==> src/rtl/ba_ram.sv <==
`timescale 1ns / 1ps
module ba_ram #(
  parameter int WIDTH = 8,
  parameter int DEPTH = 16,
  parameter int AW    = (DEPTH > 1) ? $clog2(DEPTH) : 1
) (
  input  logic             clk,
  input  logic             we,
  input  logic [AW-1:0]    waddr,
  input  logic [WIDTH-1:0] wdata,
  input  logic [AW-1:0]    raddr,
  output logic [WIDTH-1:0] rdata
);

  logic [WIDTH-1:0] mem [0:DEPTH-1];

  always_ff @(posedge clk) begin
    if (we) mem[waddr] <= wdata;
    rdata <= mem[raddr];
  end

endmodule

==> config.mk <==
export PLATFORM = sky130hd
export DESIGN_NAME = ba_ram
export DESIGN_NICKNAME = d
export VERILOG_FILES = /design/src/rtl/ba_ram.sv
export SDC_FILE = /design/constraint.sdc
export NUM_CORES = 1
export LEC_CHECK = 0
export ABC_AREA = 0
export BUFFER_PORTS_ARGS = -buffer_cell sky130_fd_sc_hd__buf_2
export CAP_MARGIN = 40
export CORE_MARGIN = 2
export CORE_UTILIZATION = 63
export CTS_BUF_LIST = sky130_fd_sc_hd__clkbuf_8
export CTS_CLUSTER_SIZE = 25
export DETAILED_ROUTE_END_ITERATION = 10
export PLACE_DENSITY = 0.91
export SLEW_MARGIN = 20
export SYNTH_ARGS = -nofsm -noshare
export SYNTH_HDL_FRONTEND = slang
export SYNTH_SLANG_ARGS = --single-unit
==> constraint.sdc <==
create_clock -name clk -period 1.8 [get_ports clk]
set_input_delay 0.09 -clock clk [delete_from_list [all_inputs] [get_ports clk]]
set_output_delay 0.09 -clock clk [all_outputs]
set_load 0.02 [all_outputs]
## Word-level counts from Yosys, hierarchy flattened

Memories as Yosys holds them, arrays and structs flattened. A register that Yosys moved wholly into a read port is not among the register bits.
Index checks and enable logic that the tools add are counted.

- Register bits: 0
- Memories kept: 1
- Output and inout bits: 8
- RAM bits: 128

- Mux-type cells: 2

Memory list:

| name | words | bits a word | rd ports | clocked after Yosys merged registers in | wr ports | line | source |
|---|---|---|---|---|---|---|---|
| mem | 16 | 8 | 1 | 1 | 1 | 15 | `logic [WIDTH-1:0] mem [0:DEPTH-1];` |

Operators with widths:

| cell | number |
|---|---|
| $mux 1 | 2 |

## Longest topological paths before layout

Gate-level depths: netlist (run 1).

- Word-level depth: 2
- Gate-level depth with buffers: 5

## Least setup slack after synthesis (run 1)

No wires, ideal clock.

- Path kind: in2reg
- Start: input port waddr[2]
- End: memory mem[0][0] (enable)
- Setup time: 0.383 ns
- Slack: 0.217 ns
- Arrival time: 1.200 ns
- Stages on the path: 2
- Cells stage by stage: or3b_2 > nor3_1

RTL lines:

| item | line | source |
|---|---|---|
| start: declaration | 9 | `input logic [AW-1:0] waddr,` |
| end: declaration | 15 |  |

Straight into the memory's write port.

==> results of run 1 <==
-- per-layer routing --
layer / vias to the layer above / global-route usage (%)
met3: 17 / 7.18
met1: 1289 / 33.7
li1: 1082 / -
met4: 0 / 10.1
met2: 136 / 40.2
met5: - / 0
-- cells in the final DEF (no fill, tap or decap) --
cell type   netlist  final
buf_12            0      3
buf_2             3     25
mux4_2           18     18
clkinv_1          0      2
buf_4             1     19
or3b_2            1      1
nand3b_1          2      2
dfxtp_1           8      8
nor2_1           13     13
and2b_1           1      1
nor2b_1           1      1
edfxtp_1        128    128
nand2b_1          2      2
a22oi_1          16     16
and2_1            1      1
nor3_1            4      4
mux4_1           14     14
bufinv_16         0      3
clkbuf_8          0     19
nand2_1           9      9
nand3_1           1      1
clkinv_2          0      5
clkinvlp_4        0      1
-- path summary, 6_finish.rpt --
check	startpoint	to	slack [ns]
worst min-delay path	wdata[0]	mem[5][0]$_DFFE_PP_	0.04
worst max register to register	mem[10][2]$_DFFE_PP_	rdata[2]$_DFF_P_	0.37
worst min register to register	mem[14][7]$_DFFE_PP_	rdata[7]$_DFF_P_	0.69
worst max-delay path	mem[10][2]$_DFFE_PP_	rdata[2]$_DFF_P_	0.37
-- sequential cells by signal (all words and copies together) (netlist names) --
register,flops
rdata,8
mem,128
-- Yosys cell counts (all sizes together) --
cell type,number
edfxtp,128
mux4,32
a22oi,16
nor2,13
nand2,9
dfxtp,8
buf,7
nor3,4
clkdlybuf4s25,3
nand2b,2
nand3b,2
and2,1
and2b,1
nand3,1
nor2b,1
or3b,1
-- cells by family after synthesis --
logic type / share of synthesized area, %
flops: 77.8
simple gates: 3.18
mux: 15.0
buf+inv: 1.68
compound gates: 2.33
-- power by group --
| part | internal, mW | total, mW | switching, mW |
|---|---|---|---|
| sequential | 3.54 | 3.57 | 0.0278 |
| combinational | 0.147 | 0.353 | 0.206 |
| clock | 1.40 | 2.47 | 1.07 |
| total | 5.09 | 6.39 | 1.30 |
-- cell type report --
class / count / area, um^2 / share of cell area (%)
Clock inverter: 11 / 130 / 2.20
Sequential cell: 136 / 4000 / 67.8
Tap cell: 102 / 128 / 2.16
Timing Repair Buffer: 47 / 328 / 5.55
Clock buffer: 19 / 262 / 4.43
Multi-Input combinational cell: 83 / 1060 / 17.9
-- stage by stage --
stage	worst slack, ns	instances
final	0.371	398
after global routing	0.338	398
after CTS	0.373	398
after detailed placement	0.200	368
after global placement	0.253	368
after floorplan	0.217	229
==> run metrics, run 1 <==
die area=a little under 9000 um^2; CP max stage delay=0.52 ns; GP Congestion=0.786; CP endpoint kind=register; Peak VDD IR=0.738 mV; Bufs and invs on worst path=0; number of global-route vias before repair=2667; CTS buffer count=17; Site Rows=32; DP HPWL=6360 um; Congestion Overflow GR=0; P_leak=2.03 nW; filler cell count=418; Min-Delay Path Depth=1; total global-route track usage=~25%; Final Cycle Share=79.4%; Max Clock Freq=roughly 0.7 GHz; unrepaired setup endpoints after global routing=no; starting density of the core=between 60% and 70%; CP Class=reg2reg; DR top layer=met4; utilization after layout=75.7%; Synth Instances=between 200 and 250; Post-Place Cell Area=5520 um^2; Clock Path Buffers=2; routed length on met3=709 um; postcts setup bufs=0; cell accounting for the most synthesized area=edfxtp_1; Final #Nets=303; count of final hold-check violations=0; initial antenna violation count=0; clock sinks=about 140; # IOs=26; vias per cell=6.34; fraction of layout cells with a size suffix above 1=31.8%; Setup Viol. Count Final=0; Pins Over Slew Limit=0; later-pin clock latency in the skew report=~0.43 ns; wl on met1=3920 um; Min Hold Slack=0.0375 ns; Clk pin slew, worst setup/hold paths=0.07 ns; Syn Nets=247; MaxCap Viol Count=0; CORE AREA=7810 um^2; Antenna Cells=0; largest cells by area after synthesis=edfxtp_1 (75%), mux4_2 (7.9%), mux4_1 (7.1%), dfxtp_1 (3.1%), a22oi_1 (2.3%); vias post-DR=2524; setup_tns=0 ns; # hold bufs at CTS=0; Worst Tran Pin Value=0.645 ns; yosys warns=0; first-pass GRT wire length=15200 um; final wirelength=9940 um; clock root buffer=clkbuf_8; number of detailed-route iterations in the first pass=5; Die Height=about 94 um; count of cell types in the netlist=19; worst-path cell chain=mux4_1 -> a22oi_1 -> nand2_1; Worst EP arrival=1.73 ns; Worst Skew=between 0.006 and 0.007 ns; Max-Slew Margin vs Limit=56.8%; synthesis-stage register bit count=136; crit path max fanout=1; largest net degree at the start of global routing=33; Levels on crit path=3; Startpoint Class=register; sequential-to-total area share from yosys stat=77.8%; Port Buffers=25; CTS resizes=0; outcome=finished, final reports clean; initial drt markers=approximately 320; Tmin final=1.43 ns; critical path's top delay family=multiplexers; Worst EP required=2.10 ns; P&R area growth vs syn=14.8%; CTS tree=yes; Synth top area share=74.7%; CTS HTree Levels=4; Finished Cell Area=5910 um^2; Min-Delay Path Class=in2reg; Final Power=6.39 mW; pwr dens=approximately 1100 nW/um^2; DRT antenna net count=0; Die W=94.4 um; Slowest cell on crit path=mux4_1; drt drc=0; Worst Reg-to-Reg Cells=3; mapped cell area=5150 um^2; syn avg cell area=22.5 um^2; wire per inst=25.0 um; WL met2=between 5000 and 6000 um
(Power assumes the default switching activity.)
==> run 2: changes to the inputs <==
--- a/config.mk
+++ b/config.mk
@@ -9,11 +9,11 @@
 export BUFFER_PORTS_ARGS = -buffer_cell sky130_fd_sc_hd__buf_2
 export CAP_MARGIN = 40
 export CORE_MARGIN = 2
-export CORE_UTILIZATION = 63
+export CORE_UTILIZATION = 57
 export CTS_BUF_LIST = sky130_fd_sc_hd__clkbuf_8
 export CTS_CLUSTER_SIZE = 25
 export DETAILED_ROUTE_END_ITERATION = 10
-export PLACE_DENSITY = 0.91
+export PLACE_DENSITY = 0.87
 export SLEW_MARGIN = 20
 export SYNTH_ARGS = -nofsm -noshare
 export SYNTH_HDL_FRONTEND = slang
==> constraint.sdc (replaced) <==
create_clock -name clk -period 1.3 [get_ports clk]
set_input_delay 0.065 -clock clk [delete_from_list [all_inputs] [get_ports clk]]
set_output_delay 0.065 -clock clk [all_outputs]
set_load 0.02 [all_outputs]
==> run metrics, run 2 (synthesis results as in run 1) <==
Bufs and invs on worst path=0; MaxCap Viol Count=0; R2R Path End=rdata[4]$_DFF_P_; CORE AREA=8720 um^2; GP Congestion=0.752; critical path's top delay family=multiplexers; switching part of the total=21.5%; dpl cells=377; Final Cycle Share=between 90% and 100%; Biggest register=mem; number of global-route vias before repair=2479; Clk pin slew, worst setup/hold paths=approximately 0.080 ns; Levels on crit path=3; Pins Over Slew Limit=0; Slowest cell on crit path=mux4_2; Worst Skew=0.0110 ns; share of power burned in registers=roughly 56%; count of final hold-check violations=0; later-pin clock latency in the skew report=0.41 ns; Min-Delay Path Class=in2reg; worst r2r src=mem[7][4]$_DFFE_PP_; CP endpoint kind=register; Setup WS pre-CTS=-0.137 ns; R2R Setup Slk=0.02 ns; Clock Path Buffers=2; Clk pwr share=slightly below 40%; Peak VDD IR=0.675 mV; Startpoint Class=register; P&R area growth vs syn=16.3%; Worst EP arrival=1.57 ns; unrepaired setup endpoints after global routing=yes; CTS buffer count=17; Worst Setup SP=mem[7][4]$_DFFE_PP_; fin worst setup slack=just over 0.02 ns; vias per cell=5.98; Die W=99.0 um; total global-route track usage=20.4%; Worst EP required=1.59 ns; pwr dens=roughly 1500 nW/um^2; most common cell after layout, fill and taps aside=edfxtp_1; Die Height=slightly below 100 um; crit path max fanout=1; Site Rows=34; Congestion Overflow GR=0; die area=9810 um^2; largest net degree at the start of global routing=20; starting density of the core=between 50 and 60%; Worst Tran Pin Value=0.807 ns; P_leak=between 2 and 2.5 nW; final wirelength=9140 um; Tmin final=between 1 and 1.5 ns; drt drc=0; commonest cells after routing, fill and taps aside=edfxtp_1 (128), mux4_2 (26), buf_2 (25); setup_tns=0 ns; Max-Slew Margin vs Limit=46.0%; CTS tree=yes; first-pass GRT wire length=14100 um; Antenna Cells=0; clock sinks=136; Comb power frac=5.9%; initial drt markers=195; fraction of layout cells with a size suffix above 1=39.2%; clock root buffer=clkbuf_8; DRT antenna net count=0; utilization after layout=68.7%; CTS HTree Levels=4; number of detailed-route iterations in the first pass=4; critical path endpoint=rdata[4]$_DFF_P_; number of flip-flops in the largest register=roughly 130; non-filler instance count after layout=409; initial antenna violation count=0; # IOs=26; Setup Viol. Count Final=0; wire per inst=22.3 um; Largest regs=mem (128), rdata (8); CP Class=reg2reg; Psw=1.90 mW; CP max stage delay=0.50 ns; worst-path cell chain=mux4_2 -> a22oi_2 -> nand2_1; Port Buffers=25; Int Pwr=approximately 7.0 mW; Max Clock Freq=0.781 GHz; Final #Nets=306; vias post-DR=2447; DP HPWL=between 6000 and 7000 um; Worst Reg-to-Reg Cells=3; outcome=finished, final reports clean; postcts setup bufs=0
## run 2: changes by cell type in the layout (fill, tap and decap cells not counted), sizes merged
cell	change
clkinv	-4
inv	+4
buf	+3
clkinvlp	+3
bufinv	-1
## run 2: routing by layer
metal | GRT usage (%) | share of wire (%)
met4 | 6.64 | 1.0
met1 | 26.8 | 40
met5 | 0 | 0
met2 | 33.6 | 53
met3 | 5.53 | 6.0
## run 2: area by class of cell
cell class / count / area, um^2
clock buffers: 19 / 262
clock inverters: 13 / 146
fillers: 526 / 2730
multi-input cells: 83 / 1080
flip-flops and latches: 136 / 4000
well taps: 108 / 135
repair buffers: 50 / 363
## run 2: power groups by stage
| stage | clock network (mW) | registers (mW) | logic, mW |
|---|---|---|---|
| floorplan | 0 | 5.05 | 0.249 |
| global placement | 0 | 5.01 | 0.487 |
| detailed placement | 0 | 5.02 | 0.503 |
| CTS | 3.46 | 4.92 | 0.521 |
| global route | 3.66 | 4.93 | 0.564 |
| finish | 3.41 | 4.92 | 0.524 |
## run 2: worst min-delay path by stage
stage	start	to	slack, ns	cells after the start
global route	wdata[2]	mem[10][2]$_DFFE_PP_	0.02	1
detailed placement	wdata[4]	mem[6][4]$_DFFE_PP_	0.47	1
CTS	wdata[4]	mem[7][4]$_DFFE_PP_	0.02	1
finish	wdata[1]	mem[13][1]$_DFFE_PP_	0.03	1
global placement	wdata[5]	mem[6][5]$_DFFE_PP_	0.44	1
floorplan	wdata[0]	mem[0][0]$_DFFE_PP_	0.16	0
## run 2: per-stage QoR
stage / total power [mW] / instance area, um^2 / hold slack, ns
2_1_floorplan: 5.30 / 5150 / 0.164
3_3_place_gp: 5.50 / 5560 / 0.443
3_5_place_dp: 5.53 / 5560 / 0.469
4_1_cts: 8.90 / 6010 / 0.0187
5_1_grt: 9.16 / 5990 / 0.0163
6_report: 8.85 / 5990 / 0.0343
## run 2: what timing repair did
action                                  4_1_cts  5_1_grt
hold buffers                                  0        0
pin swaps                                     2        8
gates resized for setup                       7       10
endpoints found under the setup margin        7        8
